===== src/hw/rtl/ntdg_pkg.sv =====
// Shared types, constants and helpers for the NoC traffic destination generator.
`default_nettype none

package ntdg_pkg;

  // Field widths fixed by the interface
  localparam int SRC_W      = 8;
  localparam int GRID_W     = 5;
  localparam int MODE_W     = 3;
  localparam int CFG_IDX_W  = 2;
  localparam int CFG_DATA_W = 8;

  // Effective radix never exceeds what the grid_radix field can hold
  localparam int RADIX_W = GRID_W;
  localparam int CORES_W = 2 * RADIX_W;

  // Parameter defaults
  localparam int DEFAULT_MAX_RADIX   = 16;
  localparam int DEFAULT_QUEUE_DEPTH = 4;

  // Configuration register indexes
  localparam logic [CFG_IDX_W-1:0] REG_PATTERN_MODE = 2'd0;
  localparam logic [CFG_IDX_W-1:0] REG_GRID_RADIX   = 2'd1;

  // Pattern codes
  localparam logic [MODE_W-1:0] PAT_UNIFORM   = 3'd0;
  localparam logic [MODE_W-1:0] PAT_NEIGHBOUR = 3'd1;
  localparam logic [MODE_W-1:0] PAT_BITCOMP   = 3'd2;
  localparam logic [MODE_W-1:0] PAT_TRANSPOSE = 3'd3;
  localparam logic [MODE_W-1:0] PAT_TORNADO   = 3'd4;

  // Reset values
  localparam logic [MODE_W-1:0]  RESET_MODE  = PAT_UNIFORM;
  localparam logic [RADIX_W-1:0] RESET_RADIX = 5'd4;
  localparam logic [CORES_W-1:0] RESET_CORES = 10'd16;

  typedef struct packed {
    logic [SRC_W-1:0] source_core;
    logic [SRC_W-1:0] rand_value;
  } in_item_t;

  typedef struct packed {
    logic [SRC_W-1:0] dest_core;
    logic             bad_source;
  } out_item_t;

  // Classified item handed from front to back
  typedef struct packed {
    logic [SRC_W-1:0]   src;
    logic [SRC_W-1:0]   rnd;
    logic [CORES_W-1:0] rnd_mod;
    logic [RADIX_W-1:0] x;
    logic [RADIX_W-1:0] y;
    logic               bad;
  } cls_t;

  typedef struct packed {
    logic valid;
    logic full;
  } q_stat_t;

  // v mod 3 through a reciprocal multiply: floor(v*171/512) is exact for 8-bit v
  function automatic logic [1:0] mod3(input logic [SRC_W-1:0] v);
    logic [15:0]      p;
    logic [6:0]       q;
    logic [SRC_W-1:0] r;
    p = 16'(v) * 16'd171;
    q = p[15:9];
    r = v - 8'(q) * 8'd3;
    return r[1:0];
  endfunction

endpackage

`default_nettype wire


===== src/hw/rtl/ntdg_div.sv =====
// Pipelined restoring divider: one quotient bit per stage, with a shared hold enable.
`default_nettype none

module ntdg_div #(
  parameter int DW = ntdg_pkg::RADIX_W
) (
  input  wire logic                      clk,
  input  wire logic                      en,
  input  wire logic [ntdg_pkg::SRC_W-1:0] dividend,
  input  wire logic [DW-1:0]             divisor,
  output logic      [ntdg_pkg::SRC_W-1:0] quotient,
  output logic      [DW-1:0]             remainder
);

  localparam int NB = ntdg_pkg::SRC_W;

  logic [NB-1:0] dvd_r   [NB];
  logic [NB-1:0] quo_r   [NB];
  logic [DW-1:0] rem_r   [NB];
  logic [NB-1:0] dvd_nxt [NB];
  logic [NB-1:0] quo_nxt [NB];
  logic [DW-1:0] rem_nxt [NB];

  always_comb begin
    logic [NB-1:0] dvd_in;
    logic [NB-1:0] quo_in;
    logic [DW-1:0] rem_in;
    logic [DW:0]   trial;
    logic          ge;
    for (int s = 0; s < NB; s++) begin
      if (s == 0) begin
        dvd_in = dividend;
        quo_in = '0;
        rem_in = '0;
      end else begin
        dvd_in = dvd_r[s-1];
        quo_in = quo_r[s-1];
        rem_in = rem_r[s-1];
      end
      trial = {rem_in, dvd_in[NB-1-s]};
      ge    = (trial >= {1'b0, divisor});
      dvd_nxt[s] = dvd_in;
      quo_nxt[s] = quo_in;
      quo_nxt[s][NB-1-s] = ge;
      if (ge) begin
        rem_nxt[s] = DW'(trial - {1'b0, divisor});
      end else begin
        rem_nxt[s] = trial[DW-1:0];
      end
    end
  end

  always_ff @(posedge clk) begin
    if (en) begin
      dvd_r <= dvd_nxt;
      quo_r <= quo_nxt;
      rem_r <= rem_nxt;
    end
  end

  assign quotient  = quo_r[NB-1];
  assign remainder = rem_r[NB-1];

endmodule

`default_nettype wire


===== src/hw/rtl/ntdg_front.sv =====
// Front end: accept requests, flag bad sources, split source into x/y and reduce rand mod n.
`default_nettype none

module ntdg_front (
  input  wire logic                        clk,
  input  wire logic                        rst_n,
  input  wire logic                        in_valid,
  output logic                             in_ready,
  input  wire ntdg_pkg::in_item_t          in_data,
  input  wire logic [ntdg_pkg::RADIX_W-1:0] radix,
  input  wire logic [ntdg_pkg::CORES_W-1:0] cores,
  input  wire ntdg_pkg::q_stat_t           q_stat,
  output logic                             push,
  output ntdg_pkg::cls_t                   push_item
);

  localparam int NB = ntdg_pkg::SRC_W;

  typedef struct packed {
    logic [ntdg_pkg::SRC_W-1:0] src;
    logic [ntdg_pkg::SRC_W-1:0] rnd;
    logic                       bad;
  } side_t;

  logic                       en;
  logic [NB-1:0]              vld_r;
  logic [NB-1:0]              vld_nxt;
  side_t                      side_r   [NB];
  side_t                      side_nxt [NB];
  logic [ntdg_pkg::SRC_W-1:0] xy_quo;
  logic [ntdg_pkg::RADIX_W-1:0] xy_rem;
  logic [ntdg_pkg::SRC_W-1:0] rm_quo;
  logic [ntdg_pkg::CORES_W-1:0] rm_rem;

  // Hold the whole pipe while the queue is full
  assign en       = !q_stat.full;
  assign in_ready = en;

  always_comb begin
    vld_nxt = {vld_r[NB-2:0], in_valid};
    side_nxt[0].src = in_data.source_core;
    side_nxt[0].rnd = in_data.rand_value;
    side_nxt[0].bad = (ntdg_pkg::CORES_W'(in_data.source_core) >= cores);
    for (int s = 1; s < NB; s++) begin
      side_nxt[s] = side_r[s-1];
    end
  end

  always_ff @(posedge clk) begin
    if (!rst_n) begin
      vld_r <= '0;
    end else if (en) begin
      vld_r <= vld_nxt;
    end
  end

  always_ff @(posedge clk) begin
    if (en) begin
      side_r <= side_nxt;
    end
  end

  ntdg_div #(.DW(ntdg_pkg::RADIX_W)) u_div_xy (
    .clk       (clk),
    .en        (en),
    .dividend  (in_data.source_core),
    .divisor   (radix),
    .quotient  (xy_quo),
    .remainder (xy_rem)
  );

  ntdg_div #(.DW(ntdg_pkg::CORES_W)) u_div_rnd (
    .clk       (clk),
    .en        (en),
    .dividend  (in_data.rand_value),
    .divisor   (cores),
    .quotient  (rm_quo),
    .remainder (rm_rem)
  );

  assign push = vld_r[NB-1] && en;

  // y only matters for a source inside the grid, where it is below the radix
  always_comb begin
    push_item.src     = side_r[NB-1].src;
    push_item.rnd     = side_r[NB-1].rnd;
    push_item.rnd_mod = rm_rem;
    push_item.x       = xy_rem;
    push_item.y       = xy_quo[ntdg_pkg::RADIX_W-1:0];
    push_item.bad     = side_r[NB-1].bad | (|rm_quo & 1'b0);
  end

endmodule

`default_nettype wire


===== src/hw/rtl/ntdg_queue.sv =====
// Small FIFO of classified items between the front and back ends.
`default_nettype none

module ntdg_queue #(
  parameter int DEPTH = ntdg_pkg::DEFAULT_QUEUE_DEPTH
) (
  input  wire logic              clk,
  input  wire logic              rst_n,
  input  wire logic              push,
  input  wire ntdg_pkg::cls_t    push_item,
  input  wire logic              pop,
  output ntdg_pkg::q_stat_t      q_stat,
  output ntdg_pkg::cls_t         head_item
);

  localparam int PW = (DEPTH > 1) ? $clog2(DEPTH) : 1;
  localparam int CW = $clog2(DEPTH + 1);
  localparam logic [PW-1:0] LAST_PTR = PW'(DEPTH - 1);
  localparam logic [CW-1:0] FULL_CNT = CW'(DEPTH);

  ntdg_pkg::cls_t  mem_r [DEPTH];
  logic [PW-1:0]   wr_r, wr_nxt;
  logic [PW-1:0]   rd_r, rd_nxt;
  logic [CW-1:0]   cnt_r, cnt_nxt;
  logic            do_pop;

  assign do_pop = pop && (cnt_r != '0);

  always_comb begin
    wr_nxt  = wr_r;
    rd_nxt  = rd_r;
    cnt_nxt = cnt_r;
    if (push) begin
      wr_nxt = (wr_r == LAST_PTR) ? '0 : wr_r + 1'b1;
    end
    if (do_pop) begin
      rd_nxt = (rd_r == LAST_PTR) ? '0 : rd_r + 1'b1;
    end
    if (push && !do_pop) begin
      cnt_nxt = cnt_r + 1'b1;
    end else if (!push && do_pop) begin
      cnt_nxt = cnt_r - 1'b1;
    end
  end

  always_ff @(posedge clk) begin
    if (!rst_n) begin
      wr_r  <= '0;
      rd_r  <= '0;
      cnt_r <= '0;
    end else begin
      wr_r  <= wr_nxt;
      rd_r  <= rd_nxt;
      cnt_r <= cnt_nxt;
    end
  end

  always_ff @(posedge clk) begin
    if (push) begin
      mem_r[wr_r] <= push_item;
    end
  end

  assign head_item    = mem_r[rd_r];
  assign q_stat.valid = (cnt_r != '0);
  assign q_stat.full  = (cnt_r == FULL_CNT);

endmodule

`default_nettype wire


===== src/hw/rtl/ntdg_back.sv =====
// Back end: apply the traffic pattern to a classified item and hold the result.
`default_nettype none

module ntdg_back (
  input  wire logic                        clk,
  input  wire logic                        rst_n,
  input  wire ntdg_pkg::q_stat_t           q_stat,
  input  wire ntdg_pkg::cls_t              head_item,
  output logic                             pop,
  input  wire logic [ntdg_pkg::MODE_W-1:0]  mode,
  input  wire logic [ntdg_pkg::RADIX_W-1:0] radix,
  input  wire logic [ntdg_pkg::CORES_W-1:0] cores,
  output logic                             out_valid,
  input  wire logic                        out_ready,
  output ntdg_pkg::out_item_t              out_data
);

  localparam int RW = ntdg_pkg::RADIX_W;
  localparam int NW = ntdg_pkg::CORES_W;

  logic                    out_valid_r, out_valid_nxt;
  ntdg_pkg::out_item_t     out_data_r, out_data_nxt;
  logic [RW-1:0]           last, x, y, nb_x, nb_y, gx, gy;
  logic                    x0, xl, y0, yl;
  logic [1:0]              sel3;
  logic [RW:0]             torn;
  logic [NW-1:0]           prod;
  logic [NW:0]             usum, grid_sum;
  logic [ntdg_pkg::SRC_W-1:0] dest;

  assign pop = q_stat.valid && (!out_valid_r || out_ready);

  // Nearest neighbour: corners pick from 2, edges from 3, interior from 4
  always_comb begin
    last = radix - 1'b1;
    x    = head_item.x;
    y    = head_item.y;
    x0   = (x == '0);
    xl   = (x == last);
    y0   = (y == '0);
    yl   = (y == last);
    sel3 = ntdg_pkg::mod3(head_item.rnd);
    nb_x = x;
    nb_y = y;
    if (x0 && y0) begin
      if (!head_item.rnd[0]) nb_x = x + 1'b1;
      else                   nb_y = y + 1'b1;
    end else if (xl && y0) begin
      if (!head_item.rnd[0]) nb_x = x - 1'b1;
      else                   nb_y = y + 1'b1;
    end else if (x0 && yl) begin
      if (!head_item.rnd[0]) nb_y = y - 1'b1;
      else                   nb_x = x + 1'b1;
    end else if (xl && yl) begin
      if (!head_item.rnd[0]) nb_y = y - 1'b1;
      else                   nb_x = x - 1'b1;
    end else if (x0) begin
      if (sel3 == 2'd0)      nb_x = x + 1'b1;
      else if (sel3 == 2'd1) nb_y = y + 1'b1;
      else                   nb_y = y - 1'b1;
    end else if (y0) begin
      if (sel3 == 2'd0)      nb_x = x - 1'b1;
      else if (sel3 == 2'd1) nb_x = x + 1'b1;
      else                   nb_y = y + 1'b1;
    end else if (xl) begin
      if (sel3 == 2'd0)      nb_x = x - 1'b1;
      else if (sel3 == 2'd1) nb_y = y + 1'b1;
      else                   nb_y = y - 1'b1;
    end else if (yl) begin
      if (sel3 == 2'd0)      nb_x = x - 1'b1;
      else if (sel3 == 2'd1) nb_x = x + 1'b1;
      else                   nb_y = y - 1'b1;
    end else begin
      if (head_item.rnd[1:0] == 2'd0)      nb_x = x - 1'b1;
      else if (head_item.rnd[1:0] == 2'd1) nb_x = x + 1'b1;
      else if (head_item.rnd[1:0] == 2'd2) nb_y = y + 1'b1;
      else                                 nb_y = y - 1'b1;
    end
  end

  always_comb begin
    // Tornado shifts x by k/2-1 and clamps at the right edge
    torn = {1'b0, x} + {2'b0, radix[RW-1:1]} - 1'b1;
    gx   = x;
    gy   = y;
    case (mode)
      ntdg_pkg::PAT_NEIGHBOUR: begin
        gx = nb_x;
        gy = nb_y;
      end
      ntdg_pkg::PAT_BITCOMP: begin
        gx = last - x;
        gy = last - y;
      end
      ntdg_pkg::PAT_TRANSPOSE: begin
        gx = y;
        gy = x;
      end
      ntdg_pkg::PAT_TORNADO: begin
        gx = (torn >= {1'b0, radix}) ? last : torn[RW-1:0];
      end
      default: begin
        gx = x;
        gy = y;
      end
    endcase
    prod     = NW'(gy) * NW'(radix);
    grid_sum = {1'b0, prod} + (NW+1)'(gx);
    // Uniform: both terms are below n, so one subtract wraps the sum
    usum = (NW+1)'(head_item.src) + {1'b0, head_item.rnd_mod};
    if (usum >= {1'b0, cores}) begin
      usum = usum - {1'b0, cores};
    end
    case (mode)
      ntdg_pkg::PAT_UNIFORM:   dest = usum[ntdg_pkg::SRC_W-1:0];
      ntdg_pkg::PAT_NEIGHBOUR,
      ntdg_pkg::PAT_BITCOMP,
      ntdg_pkg::PAT_TRANSPOSE,
      ntdg_pkg::PAT_TORNADO:   dest = grid_sum[ntdg_pkg::SRC_W-1:0];
      default:                 dest = '0;
    endcase
  end

  always_comb begin
    out_valid_nxt = out_valid_r;
    out_data_nxt  = out_data_r;
    if (pop) begin
      out_valid_nxt           = 1'b1;
      out_data_nxt.bad_source = head_item.bad;
      out_data_nxt.dest_core  = head_item.bad ? '0 : dest;
    end else if (out_ready) begin
      out_valid_nxt = 1'b0;
    end
  end

  always_ff @(posedge clk) begin
    if (!rst_n) begin
      out_valid_r <= 1'b0;
    end else begin
      out_valid_r <= out_valid_nxt;
    end
  end

  always_ff @(posedge clk) begin
    out_data_r <= out_data_nxt;
  end

  assign out_valid = out_valid_r;
  assign out_data  = out_data_r;

endmodule

`default_nettype wire


===== src/hw/rtl/noc_traffic_destination_gen.sv =====
// Top level of the NoC synthetic traffic destination generator.
//
// Usage: each transfer on the in_ channel carries a source core index and a
// random value; the block returns one transfer on the out_ channel with the
// destination core picked by the configured pattern (uniform, nearest
// neighbour, bit complement, transpose, tornado) on a k by k mesh, plus a
// bad_source flag for a source at or beyond k*k (destination then 0).
// Configuration: cfg_ channel, index 0 pattern_mode, index 1 grid_radix
// (clamped to 2..MAX_RADIX); cfg_ready is always high. Write it only idle.
// Throughput: one request per cycle, sustained while the queue is not full.
// Path: the front end is an 8-stage pipelined divider (one quotient bit per
// stage) splitting the source into x/y and reducing rand mod k*k; items then
// pass through the queue and the pattern logic into the output register.
// Stall: while out_ready is low the queue fills; once it is full the front
// pipeline holds and in_ready drops. Results are never dropped.
// Reset: synchronous active-low rst_n clears the pipeline, queue and output
// valid and restores pattern_mode 0 and grid_radix 4.
`default_nettype none

module noc_traffic_destination_gen #(
  parameter int MAX_RADIX   = ntdg_pkg::DEFAULT_MAX_RADIX,
  parameter int QUEUE_DEPTH = ntdg_pkg::DEFAULT_QUEUE_DEPTH
) (
  input  wire logic                           clk,
  input  wire logic                           rst_n,
  input  wire logic                           in_valid,
  output logic                                in_ready,
  input  wire ntdg_pkg::in_item_t             in_data,
  output logic                                out_valid,
  input  wire logic                           out_ready,
  output ntdg_pkg::out_item_t                 out_data,
  input  wire logic                           cfg_valid,
  output logic                                cfg_ready,
  input  wire logic [ntdg_pkg::CFG_IDX_W-1:0]  cfg_index,
  input  wire logic [ntdg_pkg::CFG_DATA_W-1:0] cfg_data
);

  logic [ntdg_pkg::MODE_W-1:0]  mode_r, mode_nxt;
  logic [ntdg_pkg::RADIX_W-1:0] radix_r, radix_nxt;
  logic [ntdg_pkg::CORES_W-1:0] cores_r, cores_nxt;
  logic [ntdg_pkg::GRID_W-1:0]  grid_wr;
  ntdg_pkg::q_stat_t            q_stat;
  ntdg_pkg::cls_t               push_item;
  ntdg_pkg::cls_t               head_item;
  logic                         push;
  logic                         pop;

  // Configuration: always ready, registers take effect on the transfer
  assign cfg_ready = 1'b1;
  assign grid_wr   = cfg_data[ntdg_pkg::GRID_W-1:0];

  always_comb begin
    mode_nxt  = mode_r;
    radix_nxt = radix_r;
    if (cfg_valid && cfg_ready) begin
      case (cfg_index)
        ntdg_pkg::REG_PATTERN_MODE: begin
          mode_nxt = cfg_data[ntdg_pkg::MODE_W-1:0];
        end
        ntdg_pkg::REG_GRID_RADIX: begin
          // Clamp the radix once here so downstream logic sees only legal k
          if (grid_wr < ntdg_pkg::GRID_W'(2)) begin
            radix_nxt = ntdg_pkg::RADIX_W'(2);
          end else if (int'(grid_wr) > MAX_RADIX) begin
            radix_nxt = ntdg_pkg::RADIX_W'(MAX_RADIX);
          end else begin
            radix_nxt = grid_wr;
          end
        end
        default: begin
          mode_nxt  = mode_r;
          radix_nxt = radix_r;
        end
      endcase
    end
  end

  // Core count is loaded together with the radix
  assign cores_nxt = ntdg_pkg::CORES_W'(radix_nxt) * ntdg_pkg::CORES_W'(radix_nxt);

  always_ff @(posedge clk) begin
    if (!rst_n) begin
      mode_r  <= ntdg_pkg::RESET_MODE;
      radix_r <= ntdg_pkg::RESET_RADIX;
      cores_r <= ntdg_pkg::RESET_CORES;
    end else begin
      mode_r  <= mode_nxt;
      radix_r <= radix_nxt;
      cores_r <= cores_nxt;
    end
  end

  ntdg_front u_front (
    .clk       (clk),
    .rst_n     (rst_n),
    .in_valid  (in_valid),
    .in_ready  (in_ready),
    .in_data   (in_data),
    .radix     (radix_r),
    .cores     (cores_r),
    .q_stat    (q_stat),
    .push      (push),
    .push_item (push_item)
  );

  ntdg_queue #(.DEPTH(QUEUE_DEPTH)) u_queue (
    .clk       (clk),
    .rst_n     (rst_n),
    .push      (push),
    .push_item (push_item),
    .pop       (pop),
    .q_stat    (q_stat),
    .head_item (head_item)
  );

  ntdg_back u_back (
    .clk       (clk),
    .rst_n     (rst_n),
    .q_stat    (q_stat),
    .head_item (head_item),
    .pop       (pop),
    .mode      (mode_r),
    .radix     (radix_r),
    .cores     (cores_r),
    .out_valid (out_valid),
    .out_ready (out_ready),
    .out_data  (out_data)
  );

  // Effective radix always stays inside the legal range
  a_radix_range: assert property (@(posedge clk) disable iff (!rst_n)
    (radix_r >= ntdg_pkg::RADIX_W'(2)) && (int'(radix_r) <= MAX_RADIX))
    else $error("effective radix out of range");

  // Core count always matches the current radix
  a_cores_track: assert property (@(posedge clk) disable iff (!rst_n)
    cores_r == ntdg_pkg::CORES_W'(radix_r) * ntdg_pkg::CORES_W'(radix_r))
    else $error("core count does not match radix");

  // A good source always lands inside the grid
  a_dest_in_grid: assert property (@(posedge clk) disable iff (!rst_n)
    (out_valid && !out_data.bad_source) |->
      (ntdg_pkg::CORES_W'(out_data.dest_core) < cores_r))
    else $error("destination outside the grid");

  // A bad source always reports destination zero
  a_bad_dest_zero: assert property (@(posedge clk) disable iff (!rst_n)
    (out_valid && out_data.bad_source) |-> (out_data.dest_core == '0))
    else $error("bad source with nonzero destination");

endmodule

`default_nettype wire


===== config.mk =====
export PLATFORM = sky130hd
export DESIGN_NAME = noc_traffic_destination_gen
export DESIGN_NICKNAME = d
export VERILOG_FILES = /design/src/hw/rtl/ntdg_pkg.sv /design/src/hw/rtl/ntdg_div.sv /design/src/hw/rtl/ntdg_front.sv /design/src/hw/rtl/ntdg_queue.sv /design/src/hw/rtl/ntdg_back.sv /design/src/hw/rtl/noc_traffic_destination_gen.sv
export SDC_FILE = /design/constraint.sdc
export NUM_CORES = 1
export LEC_CHECK = 0
export BUFFER_PORTS_ARGS = -buffer_cell sky130_fd_sc_hd__buf_2
export CAP_MARGIN = 30
export CORE_UTILIZATION = 45
export CTS_CLUSTER_SIZE = 12
export DETAILED_ROUTE_END_ITERATION = 16
export GPL_TIMING_DRIVEN = 0
export HOLD_SLACK_MARGIN = 0.06
export SETUP_SLACK_MARGIN = 0.2
export SLEW_MARGIN = 20
export SYNTH_ARGS = -nofsm -noshare
export SYNTH_HDL_FRONTEND = slang
export SYNTH_SLANG_ARGS = --single-unit

===== constraint.sdc =====
create_clock -name clk -period 16.95 [get_ports clk]
set_input_delay 2.5425 -clock clk [delete_from_list [all_inputs] [get_ports clk]]
set_output_delay 2.5425 -clock clk [all_outputs]
set_load 0.05 [all_outputs]

Yosys cells after proc, flatten, opt, wreduce, memory -nomap -nowiden. Memory sizes are Yosys's and may differ from the RTL's. A register that Yosys moved wholly into a read port is not among the register bits. Index checks and enable logic that the tools add are counted.

Flip-flop bits (word level): 314. Output and inout bits: 12. Bits in writable memories: 148. Memories kept: 1.

Reductions and logical operators: 25. $mul: 4. Order comparisons: 21. Multiplexer cells: 72. Add/sub/neg operators: 33. Equal/unequal tests: 13.

Memory list: u_queue.mem_r (depth 4, width 37, rd ports 1, clocked after memory_dff 1, write ports 1, RTL line ntdg_queue.sv:21) `ntdg_pkg::cls_t mem_r [DEPTH];`.

Operators with widths (count): 5-bit 2-to-1 mux (49); 11-bit by 10-bit greater-or-equal comparator with 1-bit output (8); 10-bit 2-to-1 mux (7); 10-bit subtractor (7); 6-bit by 5-bit greater-or-equal comparator with 1-bit output (8); 5-bit subtractor (9); 5-bit one-hot mux with 4 select lines (1); 8-bit by 8-bit multiplier with 16-bit output (second input constant) (1); 8-bit one-hot mux with 2 select lines (1); 5-bit one-hot mux with 3 select lines (1); 5-bit by 1-bit subtractor with 5-bit output (second input constant) (3); 8-bit by 10-bit adder with 11-bit output (1); 5-bit by 1-bit adder with 5-bit output (second input constant) (2); 5-bit == test (2); 1-bit by 10-bit greater-or-equal comparator with 1-bit output (1); 8-bit by 10-bit greater-or-equal comparator with 1-bit output (1); 5-bit zero test (2); 5-bit by 5-bit multiplier with 10-bit output (1); 1-bit by 10-bit subtractor with 10-bit output (1); 1-bit logical AND (9); 8-bit by 5-bit adder with 8-bit output (1); 5-bit by 5-bit multiplier with 8-bit output (1); 2-bit 2-to-1 mux (4); 8-bit 2-to-1 mux (1); 27 further kinds (46).

Longest topological paths before layout.
Word-level depth: 18. Depth in mapped cells: 46. Depth with buffers taken out: 42.

By module. From an unflattened synthesis, not the netlist that was laid out.

Cell total of the unflattened synthesis: 2287. Area, all modules: 30633.1 um^2.

By module, submodules not included: ntdg_div (u_front.u_div_rnd) (area each 8645.8 um^2, cells each 651, instances 1); ntdg_queue (area each 5854.4 um^2, cells each 239, instances 1); ntdg_back (area each 5446.5 um^2, cells each 735, instances 1); ntdg_div (u_front.u_div_xy) (area each 4991.0 um^2, cells each 345, instances 1); ntdg_front (area each 4583.1 um^2, cells each 190, instances 1); noc_traffic_destination_gen (area each 1112.3 um^2, cells each 127, instances 1).

Worst setup path after synthesis. OpenSTA, ideal clock, no wires.

Path type: reg2out. Start point: reg u_queue.cnt_r[0]. End point: out in_ready. Arrival: 8.758 ns. Setup slack: 5.649 ns. Cell stages (with the launch flop): 6. Path buffers: 2. Path through: dfxtp_1 nor2_1 and2_1 clkbuf_1 inv_1 clkbuf_1.

Word-level cells in the longest chain between the ends: 2.

Ends and longest elaborated chain: start: declaration (RTL line ntdg_queue.sv:24) `logic [CW-1:0] cnt_r, cnt_nxt;`; start signal: assignment (RTL line ntdg_queue.sv:54) `cnt_r <= cnt_nxt;`; 3-bit == test (RTL line ntdg_queue.sv:66) `assign q_stat.full = (cnt_r == FULL_CNT);`; 1-bit zero test (RTL line ntdg_front.sv:36) `assign en = !q_stat.full;`; end: declaration (RTL line noc_traffic_destination_gen.sv:27) `output logic in_ready,`.

Every way passes these cells.

==> summary.md <==
| Metric | Value |
|---|---|
| Period Utilization, post-route | 72.4% |
| Ys async rst share | 0% |
| Worst-margin pin slew | 0.952 ns |
| Grt ovf | 0 |
| Worst r2r path cells | 41 |
| 1st-iter DRT viols | 971 |
| Via count | 16315 |
| Final worst path period need | 12.27 ns |
| Core area | 56400 µm² |
| Highest clock rate | 81.5 MHz |
| Final Setup Violations | 0 |
| # diodes | 0 |
| Syn nets | 2400 |
| DRC Markers | 0 |
| Reg clk slew, reported paths | 0.06 ns |
| Hold-critical path depth | 0 |
| RSZ-0062 raised after global routing | false |
| WL final | 57400 µm |
| Row cnt | 87 |
| Vias in the first global route | 16310 |
| Die H | 241 µm |
| Global-route wire length before repair | 89900 µm |
| CP startpoint kind | flop |
| RePlAce Congestion | 0.941 |
| TritonCTS Buffers | 49 |
| Vias per cell | 5.43 |
| Final setup TNS | 0 ns |
| Resized Gates After CTS | 0 |
| R2R Path End | u_back.out_data[8] |
| Synth Area per Inst | 12.2 µm² |
| Placed Cells | 2914 |
| ANT nets after route | 0 |
| Area growth syn-to-layout | 11.5% |
| Number of synthesized register bits | 462 |
| Root Buffer | clkbuf_16 |
| Worst Path Required | 17.30 ns |
| Initial antenna violation count | 0 |
| Hold Path Class | flop to flop |
| Yosys Warn Count | 0 |
| Die outline area | 58000 µm² |
| Depth of the CTS H-tree | 2 |
| Share of cells above drive strength 1 | 9.22% |
| # clock sinks | 462 |
| Max-Cap Viols | 0 |
| WS Path Type | flop to flop |
| Fin cells | 3002 |
| Largest net degree at the start of global routing | 60 |
| Setup ws final | 4.68 ns |
| Mapped Area | 25600 µm² |
| Worst Clk Skew | 0.0157 ns |
| Hold_buf cts | 0 |
| Nets | 2502 |
| Port Buffer Count | 38 |
| Initial core utilization | 45.5% |
| First-pass DRT Iterations | 5 |
| CTS tree | built |
| Worst Hold End | u_front.side_nxt[69] |
| CP Max Fanout | 10 |
| Wire per inst | 19.1 µm |
| Crit end category | flop |
| DP HPWL | 42400 µm |
| Synth Instances | 2109 |
| Total track usage | 20.2% |
| Critical hold path startpoint | u_front.side_nxt[86] |
| Worst path slowest cell | a2111oi_0 |
| Post-CTS setup buffers | 0 |
| CP arrival | 12.62 ns |
| Most used DFF post-synth | edfxtp_1 |
| Final hold violations | 0 |
| CP peak stage delay | 0.86 ns |
| I/O pins | 43 |
| Reg2reg setup slack | 4.68 ns |
| Slew margin rel. | 34.9% |
| Post-synth EDFFs | 428 |
| Post-synthesis sequential area ratio | 52.8% |
| Die W | 241 µm |
| Synth unique cells | 77 |
| Fin. max-slew vios | 0 |
| Place WS | 4.14 ns |
| Clk buf depth | 3 |
| Worst-Skew Late Latency | 0.59 ns |
| Outcome | completed |
## cell usage in the layout, fill, tap and decap left out, types with 12 or more instances in the layout
cell / netlist / routed
edfxtp_1: 428 / 428
ha_1: 221 / 221
inv_1: 192 / 192
a21oi_1: 159 / 158
nor2_1: 137 / 137
nand2_1: 132 / 132
xnor2_1: 85 / 85
o21ai_0: 84 / 84
clkbuf_1: 39 / 55
xor2_1: 53 / 53
buf_2: 12 / 50
clkbuf_16: 0 / 49
a21o_1: 48 / 48
fa_1: 39 / 39
mux4_2: 35 / 35
nor2b_1: 33 / 33
dfxtp_1: 34 / 33
nor3_1: 32 / 32
mux2i_1: 32 / 32
nand2b_1: 28 / 28
nand3_1: 21 / 21
and2_1: 19 / 19
mux2_2: 19 / 19
a221oi_1: 19 / 19
nand4_1: 19 / 19
o21bai_1: 19 / 19
or3_1: 14 / 14
a21boi_0: 13 / 13
a211oi_1: 12 / 12
## how the worst max path moves through the flow
stage                          to  depth (start not counted)
2_1_floorplan            in_ready                          5
3_3_place_gp             in_ready                          6
5_1_grt        u_back.out_data[8]                         42
3_5_place_dp   u_back.out_data[8]                         41
4_1_cts        u_back.out_data[8]                         41
6_report       u_back.out_data[8]                         41
## metrics by stage
step	util, %	cell area (µm²)	hold slack, ns
global placement	47.5	26800	0.402
CTS	50.7	28600	0.414
floorplan	-	25600	0.400
detailed placement	48.1	27100	0.405
finish	50.7	28600	0.412
global route	50.7	28600	0.416
## critical path, delay by kind of cell (launching register included)
kind            cells  cell delay, ns
compound gates     10            2.81
xor+xnor            9            1.47
fa+ha+maj          10            4.21
buf+inv             8            2.29
flops               1            0.33
mux                 1            0.48
simple gates        3            0.42
## routing by layer
| metal | up-vias | share of wire (%) | global-route usage, % | wire (µm) |
|---|---|---|---|---|
| met1 | 8026 | 44 | 26.1 | 25300 |
| met3 | 95 | 3.4 | 2.58 | 1930 |
| li1 | 7908 | - | - | - |
| met5 | - | 0 | 0 | 0 |
| met2 | 286 | 50 | 35.1 | 28500 |
| met4 | 0 | 3.0 | 6.81 | 1710 |
## synthesized netlist by cell type (21+ instances only)
| cell type | count | area share [%] |
|---|---|---|
| edfxtp_1 | 428 | 50 |
| mux4_2 | 35 | 3.1 |
| inv_1 | 192 | 2.8 |
| a21o_1 | 48 | 1.4 |
| nor3_1 | 32 | 0.62 |
| nand3_1 | 21 | 0.41 |
| nor2b_1 | 33 | 0.80 |
| nor2_1 | 137 | 2.0 |
| xor2_1 | 53 | 1.8 |
| clkbuf_1 | 39 | 0.57 |
| nand2_1 | 132 | 1.9 |
| ha_1 | 221 | 11 |
| mux2i_1 | 32 | 1.2 |
| nand2b_1 | 28 | 0.68 |
| a21oi_1 | 159 | 3.1 |
| fa_1 | 39 | 3.0 |
| o21ai_0 | 84 | 1.6 |
| xnor2_1 | 85 | 2.9 |
| dfxtp_1 | 34 | 2.7 |
## layout make-up
cell class | count | area [µm²]
Timing Repair Buffer | 51 | 512
Sequential cell | 462 | 13500
Fill cell | 4963 | 27800
Multi-Input combinational cell | 1394 | 11100
Tap cell | 756 | 946
Buffer | 58 | 259
Inverter | 195 | 732
Clock inverter | 19 | 166
Clock buffer | 67 | 1300
## kinds of logic after synthesis
logic type	after synthesis	synth area share, %
AO/OA/AOI/OAI	438	10.7
other	1	0.0146
multiplexers	87	5.26
buffers and inverters	253	3.85
flip-flops	462	52.8
adder cells (fa/ha/maj)	260	13.8
AND/OR/NAND/NOR	467	8.60
XOR/XNOR	141	4.95
## state kept, by name (all words and copies together) (netlist names), named ones only
name / cells
mode_r: 3
u_front.push_item: 17
u_front.u_div_rnd.rem_r: 70
u_front.side_nxt: 119
u_front.u_div_xy.quotient: 5
u_front.u_div_rnd.remainder: 10
u_front.u_div_xy.rem_r: 35
u_queue.rd_r: 2
u_front.u_div_xy.remainder: 5
u_front.u_div_xy.quo_nxt: 10
radix_r: 5
u_queue.mem_r: 148
u_queue.wr_r: 2
u_back.out_data: 9
u_front.vld_r: 8
u_back.out_valid: 1
cores_r: 8
u_queue.cnt_r: 3
Power is left out: the tool's default activity adds up to more than one toggle a clock period on the data nets, which glitch-free logic cannot reach.
